File: config.mk
export PLATFORM = sky130hd
export DESIGN_NAME = stereo_interpolating_resampler
export DESIGN_NICKNAME = d
export VERILOG_FILES = /design/src/rtl/srr_pkg.sv /design/src/rtl/stereo_interpolating_resampler.sv /design/src/rtl/srr_lane.sv /design/src/rtl/srr_merge.sv
export SDC_FILE = /design/constraint.sdc
export NUM_CORES = 2
export LEC_CHECK = 0
export BUFFER_PORTS_ARGS = -buffer_cell sky130_fd_sc_hd__buf_2
export CORE_MARGIN = 4
export CORE_UTILIZATION = 55
export DETAILED_ROUTE_END_ITERATION = 16
export GPL_ROUTABILITY_DRIVEN = 0
export PLACE_DENSITY = 0.71
export SYNTH_ARGS = -nofsm -noshare
export SYNTH_HDL_FRONTEND = slang
export SYNTH_SLANG_ARGS = --single-unit
File: constraint.sdc
create_clock -name clk -period 19.1 [get_ports clk]
set_clock_uncertainty 0.15 [all_clocks]
set_input_delay 2.865 -clock clk [delete_from_list [all_inputs] [get_ports clk]]
set_output_delay 2.865 -clock clk [all_outputs]
set_load 0.03 [all_outputs]
File: src/rtl/srr_pkg.sv
// shared types and constants for the stereo interpolating resampler
// no dependencies; imported by srr_lane, srr_merge and the top level

package srr_pkg;

	typedef enum logic [1:0] {
		MODE_NEAREST = 2'd0,
		MODE_LINEAR  = 2'd1,
		MODE_CUBIC   = 2'd2,
		MODE_LIN_ALT = 2'd3
	} mode_t;

	localparam logic [1:0] REG_MODE = 2'd0;
	localparam logic [1:0] REG_STEP = 2'd1;
	localparam logic [1:0] REG_PASS = 2'd2;

	localparam int WIN_FRAMES = 4;
	localparam int SAMPLE_W   = 16;
	localparam int STEP_W     = 20;
	localparam int CFG_W      = 20;
	// interpolation numerators are normalized to this many fraction bits
	localparam int NUM_D      = 33;
	localparam int LIM_SH     = NUM_D + 15;
	localparam int ACC_W      = 56;
	localparam int DIV_SH     = 16;
	localparam int SPLIT_SH   = 18;
	localparam int COEF_W     = 20;
	localparam logic [14:0] PCM_MAX = 15'd32767;

	typedef enum logic [3:0] {
		LS_IDLE,
		LS_PREP,
		LS_M1,
		LS_A1,
		LS_M2,
		LS_M3,
		LS_A3,
		LS_DIV,
		LS_M4,
		LS_M5,
		LS_A5,
		LS_CLAMP,
		LS_SCALE,
		LS_DONE
	} lane_st_t;

	typedef enum logic [1:0] {
		TS_IDLE,
		TS_PASS,
		TS_CHECK,
		TS_RUN
	} top_st_t;

	typedef struct packed {
		logic  start;
		mode_t mode;
	} lane_ctl_t;

endpackage

File: src/rtl/stereo_interpolating_resampler.sv
// stereo interpolating resampler, top level: frame window, read position,
// output sequencer, two srr_lane channels and the srr_merge output stage
//
// usage
//   s_tdata carries one stereo frame (left low, right high). cfg_we with
//   cfg_index/cfg_data sets mode, step_q16 and pass_through; write only idle.
//   with pass_through set each frame comes back unchanged as one word with
//   m_tlast high. otherwise each frame yields zero or more output words, the
//   final one of the burst marked by m_tlast.
// output sequencing
//   per output word the sequencer passes through its check state and then
//   waits in its run state for the lane run in nearest, linear or cubic mode.
//   both channels run in lockstep, each on its own single multiplier. a frame
//   yields at most MAX_OUTPUTS_PER_FRAME output words (64 by default).
//   a lane result goes to the holding register when the lane run ends and
//   the next check loads it toward m_tvalid; s_tready is high only between frames.
// reset and stall
//   arst_n clears the window count, read position, output valid and restores
//   mode linear, step 1.0 and pass_through on. a stalled m_tready holds the
//   output word; the next result waits in a holding register and the
//   sequencer pauses until the output register frees up.

module stereo_interpolating_resampler #(
	parameter int FRAC_BITS = 16,
	parameter int MAX_OUTPUTS_PER_FRAME = 64
) (
	input  logic                       clk,
	input  logic                       arst_n,
	input  logic                       s_tvalid,
	output logic                       s_tready,
	input  logic [31:0]                s_tdata,   // left_in, right_in
	output logic                       m_tvalid,
	input  logic                       m_tready,
	output logic [31:0]                m_tdata,   // left_out, right_out
	output logic                       m_tlast,   // last
	input  logic                       cfg_we,
	input  logic [1:0]                 cfg_index,
	input  logic [srr_pkg::CFG_W-1:0]  cfg_data
);
	import srr_pkg::*;

	localparam int POS_BITS = FRAC_BITS + 8;
	localparam int FR_DOWN = FRAC_BITS > 16 ? FRAC_BITS - 16 : 0;
	localparam int FR_UP = FRAC_BITS < 16 ? 16 - FRAC_BITS : 0;
	localparam int SW = STEP_W + FR_DOWN;
	localparam int UEW = FRAC_BITS + 16;
	localparam int CW = $clog2(MAX_OUTPUTS_PER_FRAME + 1);
	localparam logic [POS_BITS-1:0] ONE = POS_BITS'(1) << FRAC_BITS;
	localparam logic [POS_BITS:0] HALF = (POS_BITS + 1)'(1) << (FRAC_BITS - 1);

	function automatic logic [1:0] idx_clamp(input logic [8:0] x);
		return (x > 9'd3) ? 2'd3 : x[1:0];
	endfunction

	// config
	mode_t mode_q;
	logic [STEP_W-1:0] step_q;
	logic pass_q;

	// state
	top_st_t state_q, state_d;
	logic [WIN_FRAMES-1:0][31:0] win_q;
	logic [2:0] seen_q;
	logic [POS_BITS-1:0] pos_q;
	logic [CW-1:0] count_q;
	logic pend_v_q;
	logic [SAMPLE_W-1:0] pend_l_q, pend_r_q;

	logic s_acc;
	logic lane_start, out_load, out_last, out_pass, pend_push;
	logic free;
	logic ready_w;
	logic [SW-1:0] step_ext;
	logic [POS_BITS-1:0] step_w;
	logic [7:0] base_w;
	logic [FRAC_BITS-1:0] frac_w;
	logic [UEW-1:0] u_ext;
	logic [15:0] u_w;
	logic [8:0] need_w, nsum_top, seen_m1, nidx9, b9;
	logic [POS_BITS:0] nsum;
	logic [1:0] i0, i1, i2, i3;
	logic [31:0] newest;
	logic [SAMPLE_W-1:0] out_l, out_r;
	lane_ctl_t lane_ctl;
	logic [1:0] lane_done;
	logic [1:0][15:0] lane_res;

	assign s_acc = s_tvalid && s_tready;

	assign step_ext = (SW'(step_q) << FR_DOWN) >> FR_UP;
	assign step_w   = POS_BITS'(step_ext);
	assign base_w   = pos_q[POS_BITS-1:FRAC_BITS];
	assign frac_w   = pos_q[FRAC_BITS-1:0];
	assign u_ext    = UEW'(frac_w) << FR_UP;
	assign u_w      = u_ext[FR_DOWN +: 16];

	assign need_w  = (mode_q == MODE_CUBIC) ? 9'd3 : 9'd2;
	assign ready_w = ({1'b0, base_w} + need_w <= 9'(seen_q))
		&& (count_q < CW'(MAX_OUTPUTS_PER_FRAME));

	// tap indices
	assign nsum     = {1'b0, pos_q} + HALF;
	assign nsum_top = nsum[POS_BITS:FRAC_BITS];
	assign seen_m1  = 9'(seen_q) - 9'd1;
	assign nidx9    = (nsum_top > seen_m1) ? seen_m1 : nsum_top;
	assign b9       = {1'b0, base_w};
	assign i0 = idx_clamp((b9 == 9'd0) ? 9'd0 : b9 - 9'd1);
	assign i1 = idx_clamp((mode_q == MODE_NEAREST) ? nidx9 : b9);
	assign i2 = idx_clamp(b9 + 9'd1);
	assign i3 = idx_clamp(b9 + 9'd2);

	assign newest = win_q[2'(seen_q - 3'd1)];

	assign lane_ctl.start = lane_start;
	assign lane_ctl.mode  = mode_q;

	for (genvar c = 0; c < 2; c++) begin : g_lane
		logic [3:0][15:0] taps;
		assign taps[0] = win_q[i0][16*c +: 16];
		assign taps[1] = win_q[i1][16*c +: 16];
		assign taps[2] = win_q[i2][16*c +: 16];
		assign taps[3] = win_q[i3][16*c +: 16];

		srr_lane #(
			.FRAC_BITS(FRAC_BITS)
		) u_lane (
			.clk    (clk),
			.arst_n (arst_n),
			.ctl    (lane_ctl),
			.frac   (frac_w),
			.u      (u_w),
			.taps   (taps),
			.done   (lane_done[c]),
			.result (lane_res[c])
		);
	end

	assign out_l = out_pass ? newest[15:0] : pend_l_q;
	assign out_r = out_pass ? newest[31:16] : pend_r_q;

	srr_merge u_merge (
		.clk      (clk),
		.arst_n   (arst_n),
		.load     (out_load),
		.left     (out_l),
		.right    (out_r),
		.last     (out_last),
		.free     (free),
		.m_tvalid (m_tvalid),
		.m_tready (m_tready),
		.m_tdata  (m_tdata),
		.m_tlast  (m_tlast)
	);

	// config registers
	always_ff @(posedge clk or negedge arst_n) begin
		if (!arst_n) begin
			mode_q <= MODE_LINEAR;
			step_q <= STEP_W'(65536);
			pass_q <= 1'b1;
		end else if (cfg_we) begin
			case (cfg_index)
				REG_MODE: mode_q <= mode_t'(cfg_data[1:0]);
				REG_STEP: step_q <= cfg_data[STEP_W-1:0];
				REG_PASS: pass_q <= cfg_data[0];
				default: begin
				end
			endcase
		end
	end

	always_ff @(posedge clk or negedge arst_n) begin
		if (!arst_n) begin
			state_q <= TS_IDLE;
		end else begin
			state_q <= state_d;
		end
	end

	always_comb begin
		state_d    = state_q;
		s_tready   = 1'b0;
		lane_start = 1'b0;
		out_load   = 1'b0;
		out_last   = 1'b1;
		out_pass   = 1'b0;
		pend_push  = 1'b0;
		case (state_q)
			TS_IDLE: begin
				s_tready = 1'b1;
				if (s_tvalid) begin
					state_d = pass_q ? TS_PASS : TS_CHECK;
				end
			end
			TS_PASS: begin
				out_pass = 1'b1;
				if (free) begin
					out_load = 1'b1;
					state_d  = TS_IDLE;
				end
			end
			TS_CHECK: begin
				if (!pend_v_q || free) begin
					pend_push = pend_v_q;
					out_load  = pend_v_q;
					out_last  = !ready_w;
					if (ready_w) begin
						lane_start = 1'b1;
						state_d    = TS_RUN;
					end else begin
						state_d = TS_IDLE;
					end
				end
			end
			TS_RUN: begin
				if (&lane_done) begin
					state_d = TS_CHECK;
				end
			end
			default: begin
				state_d = TS_IDLE;
			end
		endcase
	end

	// window count, read position, output count, holding flag
	always_ff @(posedge clk or negedge arst_n) begin
		if (!arst_n) begin
			seen_q   <= '0;
			pos_q    <= '0;
			count_q  <= '0;
			pend_v_q <= 1'b0;
		end else if (s_acc) begin
			count_q  <= '0;
			pend_v_q <= 1'b0;
			if (seen_q == 3'(WIN_FRAMES)) begin
				pos_q <= (pos_q >= ONE) ? pos_q - ONE : '0;
			end else begin
				seen_q <= seen_q + 3'd1;
			end
		end else if (state_q == TS_RUN && (&lane_done)) begin
			pend_v_q <= 1'b1;
			count_q  <= count_q + CW'(1);
			pos_q    <= pos_q + step_w;
		end else if (pend_push) begin
			pend_v_q <= 1'b0;
		end
	end

	// frame window and holding word
	always_ff @(posedge clk) begin
		if (s_acc) begin
			if (seen_q == 3'(WIN_FRAMES)) begin
				win_q <= {s_tdata, win_q[WIN_FRAMES-1:1]};
			end else begin
				win_q[seen_q[1:0]] <= s_tdata;
			end
		end
		if (state_q == TS_RUN && (&lane_done)) begin
			pend_l_q <= lane_res[0];
			pend_r_q <= lane_res[1];
		end
	end

endmodule

File: src/rtl/srr_lane.sv
// one channel interpolator: nearest, linear or cubic over four taps
// sequenced around a single multiplier; uses srr_pkg

module srr_lane #(
	parameter int FRAC_BITS = 16
) (
	input  logic                  clk,
	input  logic                  arst_n,
	input  srr_pkg::lane_ctl_t    ctl,
	input  logic [FRAC_BITS-1:0]  frac,
	input  logic [15:0]           u,
	input  logic [3:0][15:0]      taps,
	output logic                  done,
	output logic signed [15:0]    result
);
	import srr_pkg::*;

	localparam int MBW = (FRAC_BITS > 16 ? FRAC_BITS : 16) + 1;
	localparam int PW = COEF_W + MBW;
	localparam int LIN_SH = NUM_D - FRAC_BITS;
	localparam int SC_W = LIM_SH + 15;
	localparam logic signed [ACC_W-1:0] LIM_POS = ACC_W'(1) << LIM_SH;
	localparam logic signed [ACC_W-1:0] LIM_NEG = -LIM_POS;
	localparam logic signed [ACC_W-1:0] DIV_BIAS = (ACC_W'(1) << DIV_SH) - ACC_W'(1);

	lane_st_t state_q, state_d;

	logic signed [15:0] p0, p1, p2, p3;
	logic signed [COEF_W-1:0] e0, e1, e2, e3;
	logic signed [COEF_W-1:0] a0_q, a1_q, a2_q;
	logic signed [ACC_W-1:0] acc_q;
	logic signed [PW-1:0] prod_q;
	logic signed [COEF_W-1:0] mul_a;
	logic signed [MBW-1:0] mul_b;
	logic signed [MBW-1:0] u_op, frac_op;
	logic signed [COEF_W-1:0] hi_op, lo_op;
	logic signed [ACC_W-1:0] abs_w, bias_w, div_w;
	logic [LIM_SH-1:0] mag_q;
	logic neg_q, sat_q;
	logic [14:0] res_q;
	logic [SC_W-1:0] sc_w;
	logic signed [15:0] res16;
	logic is_cubic, is_near;

	assign p0 = taps[0];
	assign p1 = taps[1];
	assign p2 = taps[2];
	assign p3 = taps[3];
	assign e0 = COEF_W'(p0);
	assign e1 = COEF_W'(p1);
	assign e2 = COEF_W'(p2);
	assign e3 = COEF_W'(p3);

	assign is_cubic = (ctl.mode == MODE_CUBIC);
	assign is_near  = (ctl.mode == MODE_NEAREST);

	assign u_op    = MBW'(u);
	assign frac_op = MBW'(frac);
	assign hi_op   = acc_q[SPLIT_SH+COEF_W-1:SPLIT_SH];
	assign lo_op   = {2'b00, acc_q[SPLIT_SH-1:0]};

	assign abs_w  = acc_q[ACC_W-1] ? -acc_q : acc_q;
	assign bias_w = acc_q[ACC_W-1] ? DIV_BIAS : '0;
	assign div_w  = (acc_q + bias_w) >>> DIV_SH;
	assign sc_w   = {mag_q, 15'b0} - SC_W'(mag_q);

	assign res16  = {1'b0, res_q};
	assign result = neg_q ? -res16 : res16;

	always_ff @(posedge clk or negedge arst_n) begin
		if (!arst_n) begin
			state_q <= LS_IDLE;
		end else begin
			state_q <= state_d;
		end
	end

	always_comb begin
		state_d = state_q;
		done    = 1'b0;
		mul_a   = hi_op;
		mul_b   = u_op;
		case (state_q)
			LS_IDLE: begin
				if (ctl.start) begin
					state_d = LS_PREP;
				end
			end
			LS_PREP: begin
				state_d = is_near ? LS_CLAMP : LS_M1;
			end
			LS_M1: begin
				mul_a   = is_cubic ? a0_q : a2_q;
				mul_b   = is_cubic ? u_op : frac_op;
				state_d = LS_A1;
			end
			LS_A1: begin
				state_d = is_cubic ? LS_M2 : LS_CLAMP;
			end
			LS_M2: begin
				state_d = LS_M3;
			end
			LS_M3: begin
				mul_a   = lo_op;
				state_d = LS_A3;
			end
			LS_A3: begin
				state_d = LS_DIV;
			end
			LS_DIV: begin
				state_d = LS_M4;
			end
			LS_M4: begin
				state_d = LS_M5;
			end
			LS_M5: begin
				mul_a   = lo_op;
				state_d = LS_A5;
			end
			LS_A5: begin
				state_d = LS_CLAMP;
			end
			LS_CLAMP: begin
				state_d = LS_SCALE;
			end
			LS_SCALE: begin
				state_d = LS_DONE;
			end
			LS_DONE: begin
				done    = 1'b1;
				state_d = LS_IDLE;
			end
			default: begin
				state_d = LS_IDLE;
			end
		endcase
	end

	// datapath
	always_ff @(posedge clk) begin
		case (state_q)
			LS_PREP: begin
				a0_q <= (e3 - e0) + ((e1 - e2) <<< 1) + (e1 - e2);
				a1_q <= (e0 <<< 1) - (e1 <<< 2) - e1 + (e2 <<< 2) - e3;
				a2_q <= is_cubic ? (e2 - e0) : (e2 - e1);
				if (is_near) begin
					acc_q <= ACC_W'(p1) <<< NUM_D;
				end
			end
			LS_M1, LS_M2, LS_M4: begin
				prod_q <= mul_a * mul_b;
			end
			LS_A1: begin
				if (is_cubic) begin
					acc_q <= ACC_W'(prod_q) + (ACC_W'(a1_q) <<< DIV_SH);
				end else begin
					acc_q <= (ACC_W'(p1) <<< NUM_D) + (ACC_W'(prod_q) <<< LIN_SH);
				end
			end
			LS_M3: begin
				prod_q <= mul_a * mul_b;
				acc_q  <= (ACC_W'(prod_q) <<< SPLIT_SH) + (ACC_W'(a2_q) <<< 32);
			end
			LS_A3, LS_A5: begin
				acc_q <= acc_q + ACC_W'(prod_q);
			end
			LS_DIV: begin
				acc_q <= div_w;
			end
			LS_M5: begin
				prod_q <= mul_a * mul_b;
				acc_q  <= (ACC_W'(prod_q) <<< SPLIT_SH) + (ACC_W'(p1) <<< NUM_D);
			end
			LS_CLAMP: begin
				neg_q <= acc_q[ACC_W-1];
				sat_q <= (acc_q >= LIM_POS) || (acc_q <= LIM_NEG);
				mag_q <= abs_w[LIM_SH-1:0];
			end
			LS_SCALE: begin
				res_q <= sat_q ? PCM_MAX : sc_w[SC_W-1:LIM_SH];
			end
			default: begin
			end
		endcase
	end

endmodule

File: src/rtl/srr_merge.sv
// output stage: merges the lane results or pass-through frame and the last flag
// into one word register between the sequencer and the master side; uses srr_pkg

module srr_merge (
	input  logic                         clk,
	input  logic                         arst_n,
	input  logic                         load,
	input  logic [srr_pkg::SAMPLE_W-1:0] left,
	input  logic [srr_pkg::SAMPLE_W-1:0] right,
	input  logic                         last,
	output logic                         free,
	output logic                         m_tvalid,
	input  logic                         m_tready,
	output logic [31:0]                  m_tdata,   // left_out, right_out
	output logic                         m_tlast    // last
);
	import srr_pkg::*;

	assign free = !m_tvalid || m_tready;

	always_ff @(posedge clk or negedge arst_n) begin
		if (!arst_n) begin
			m_tvalid <= 1'b0;
		end else if (load) begin
			m_tvalid <= 1'b1;
		end else if (m_tready) begin
			m_tvalid <= 1'b0;
		end
	end

	always_ff @(posedge clk) begin
		if (load) begin
			m_tdata <= {right, left};
			m_tlast <= last;
		end
	end

endmodule
==> flow_summary.toml <==
[status]
status = "completed"

[floorplanning]
die_w_um = 406.0
core_area_um2 = 156800
io_pins = 94
rows = 145
start_util = 0.5559
die-area_um2 = 164900
die_h_um = 406.0

[global_route]
grt_max_degree = 71
antenna_found_initial = 35
gr-total-overflow = 0
track_usage = 0.3405
grt_pass1_wl_mm = 431.5
grt_pass1_vias = 73039

[timing]
rsz0062_at_grt = "false"
period_needed_ps = 11730
tns_ps = 0
slew_headroom = 0.06927
finalSetupViolCount = 0
layout_setup_ws_ps = 7371
timing.final.crit_share = 0.6141
finalHoldViolCount = 0
worstMarginPinSlew_ps = 1387
drv_slew = 0
fin_hold_ws_ps = 366.0
clock.fmax_mhz = 85.26

[clock_network]
h-tree-depth = 3
cts.sinks = 692
insertion_delay_ps = 710
cts_tree = "done"
root_buffer = "clkbuf_16"
cts_inserted_buffers = 82
holdBufCountCts = 0
clock_path_buffers = 3
path_clk_slew_ps = 60
cts_resized = 0
post_cts_buffers = 0

[final_layout]
final_layout_size_suffix_gt1_frac = 0.06185
ff_latch_area_um2 = 20440
multi_input_area_um2 = 60550
mostFrequentLayoutCells = "1285 x inv_1, 1132 x nand2_1, 794 x ha_1, 767 x fa_1, 623 x edfxtp_1"
final_common_cell = "inv_1"
n_fill_cell = 13463
area_delta_synth_final_pct = 6.449
nets = 11174

[route]
dr.pass1.iters = 11
drtAntennaViolNets = 0
wl_per_cell_um = 24.23
drt_wl_total_mm = 283.4
drc = 0
first_iter_violations = 10061
vias = 74492
via_per_inst = 6.370

[placement]
port_buffers = 93
dp_slack_ps = 7730
dp_hpwl_mm = 216.7

[synthesis]
synthFlopType = "edfxtp_1"
async_flop_share = 0.09971
syn_nets = 11252
ys_types = 107
ys_ff_latch = 692
yosys_warnings = 0
synth_seq_area_share = 0.2346
avgSynthCellArea_um2 = 9.048
synth_area_um2 = 87130
syn_inst = 9630
synth-edff-count = 623

[job]
cap_violations = 0

[worst_setup_path]
critPathMaxStageDelay_ps = 1190
cpMaxStageDelayCell = "a222oi_1"
crit_arrival_ps = 12010
worstPathRequired_ps = 19380
endpoint_kind = "flop"
cp_common_cell = "o21ai_0"
critPathLaunchType = "flop"
worstSetupPathType = "flop to flop"
crit_fanout = 36

[hold_path]
hold_class = "flop to flop"
registers in the layout (all words and copies together) (netlist names), 3 cells and up:
name	flops
count_q	7
g_lane.u_lane.a0_q	40
g_lane.u_lane.a1_q	40
g_lane.u_lane.a2_q	34
g_lane.u_lane.acc_q	112
g_lane.u_lane.mag_q	96
g_lane.u_lane.prod_q	74
g_lane.u_lane.res_q	30
g_lane.u_lane.state_q	8
pend_l_q	16
pend_r_q	16
pos_q	24
seen_q	3
step_ext	20
u_merge.m_tdata	32
win_q	128
path summary, 6_finish.rpt:
check	startpoint	slack, ps	end	cells after the start
min reg2reg	step_ext[6]$_DFFE_PN0P_	370	step_ext[6]$_DFFE_PN0P_	1
min in group asynchronous	arst_n	1870	step_ext[6]$_DFFE_PN0P_	1
max reg2reg	seen_q[1]$_DFFE_PN0P_	7370	g_lane[1].u_lane.a0_q[19]$_DFFE_PP_	40
max in group asynchronous	arst_n	15840	pos_q[16]$_DFFE_PN0P_	2
max	seen_q[1]$_DFFE_PN0P_	7370	g_lane[1].u_lane.a0_q[19]$_DFFE_PP_	40
min	step_ext[6]$_DFFE_PN0P_	370	step_ext[6]$_DFFE_PN0P_	1
cell type report:
| type | count | area share |
|---|---|---|
| Antenna cell | 17 | 0.0004587 |
| Clock buffer | 93 | 0.02257 |
| Clock inverter | 59 | 0.007150 |
| Inverter | 1294 | 0.05240 |
| Multi-Input combinational cell | 7248 | 0.6528 |
| Sequential cell | 692 | 0.2204 |
| Tap cell | 2058 | 0.02776 |
| Timing Repair Buffer | 234 | 0.01646 |
cells in the mapped netlist (all sizes together) (38+ instances only):
master / count / area, um^2
a211oi: 51 / 382.9
or3: 69 / 436.7
ha: 796 / 9960
nand2: 1138 / 4287
nand3: 184 / 925.9
o21ai: 488 / 2442
a22oi: 49 / 372.9
edfxtp: 623 / 18710
a21boi: 73 / 548.0
xnor2: 486 / 4257
o21bai: 64 / 480.5
o21a: 51 / 382.9
a221o: 71 / 710.7
mux2: 86 / 968.4
dfrtp: 66 / 1652
a21oi: 529 / 2655
fa: 767 / 15350
mux2i: 115 / 1151
and3: 61 / 381.6
nand4: 39 / 244.0
nor2: 502 / 1887
nor2b: 132 / 825.8
a21o: 185 / 1389
o31ai: 59 / 442.9
a222oi: 54 / 540.5
clkbuf: 360 / 1355
a221oi: 70 / 619.3
nor3: 109 / 561.8
inv: 1290 / 4842
and2: 312 / 1952
o211ai: 38 / 304.0
xor2: 169 / 1480
nand2b: 82 / 513.0
per-layer routing:
layer  global-route usage  vias up  part of all wire
li1                     -    32856                 -
met1               0.4735    36062              0.40
met2               0.4877     4660              0.41
met3               0.1154      900              0.14
met4               0.1363       14             0.046
met5                    0        -           0.00035
worst max-delay path: cells and delay by family (launching register included):
| family | cells | cell delay, ps |
|---|---|---|
| buf+inv | 5 | 1210 |
| simple gates | 6 | 1470 |
| flops | 1 | 500 |
| compound gates | 20 | 5360 |
| fa+ha+maj | 6 | 2080 |
| xor+xnor | 2 | 320 |
| mux | 1 | 310 |
logic make-up (layout without fill, tap and decap cells):
family / Yosys count / count (layout) / synth area share
xor gates and xnor gates: 655 / 655 / 0.06584
DFF: 692 / 692 / 0.2346
AOI/OAI and AO/OA: 2028 / 2028 / 0.1538
adders and majority gates: 1565 / 1565 / 0.2908
and+or+nand+nor: 2767 / 2767 / 0.1495
buffers and inverters: 1690 / 1680 / 0.07298
muxes: 233 / 233 / 0.03260
other: 0 / 17 / 0
per-stage QoR:
step           area, um^2    util  std cells
6_report            92750  0.5917      11695
3_5_place_dp        89950  0.5738      11526
2_1_floorplan       87130       -       9630
3_3_place_gp        89950  0.5738      11526
4_1_cts             92700  0.5914      11678
5_1_grt             92720  0.5915      11683
Power is left out: the tool's default activity adds up to more than one toggle a clock period on the data nets, which glitch-free logic cannot reach.
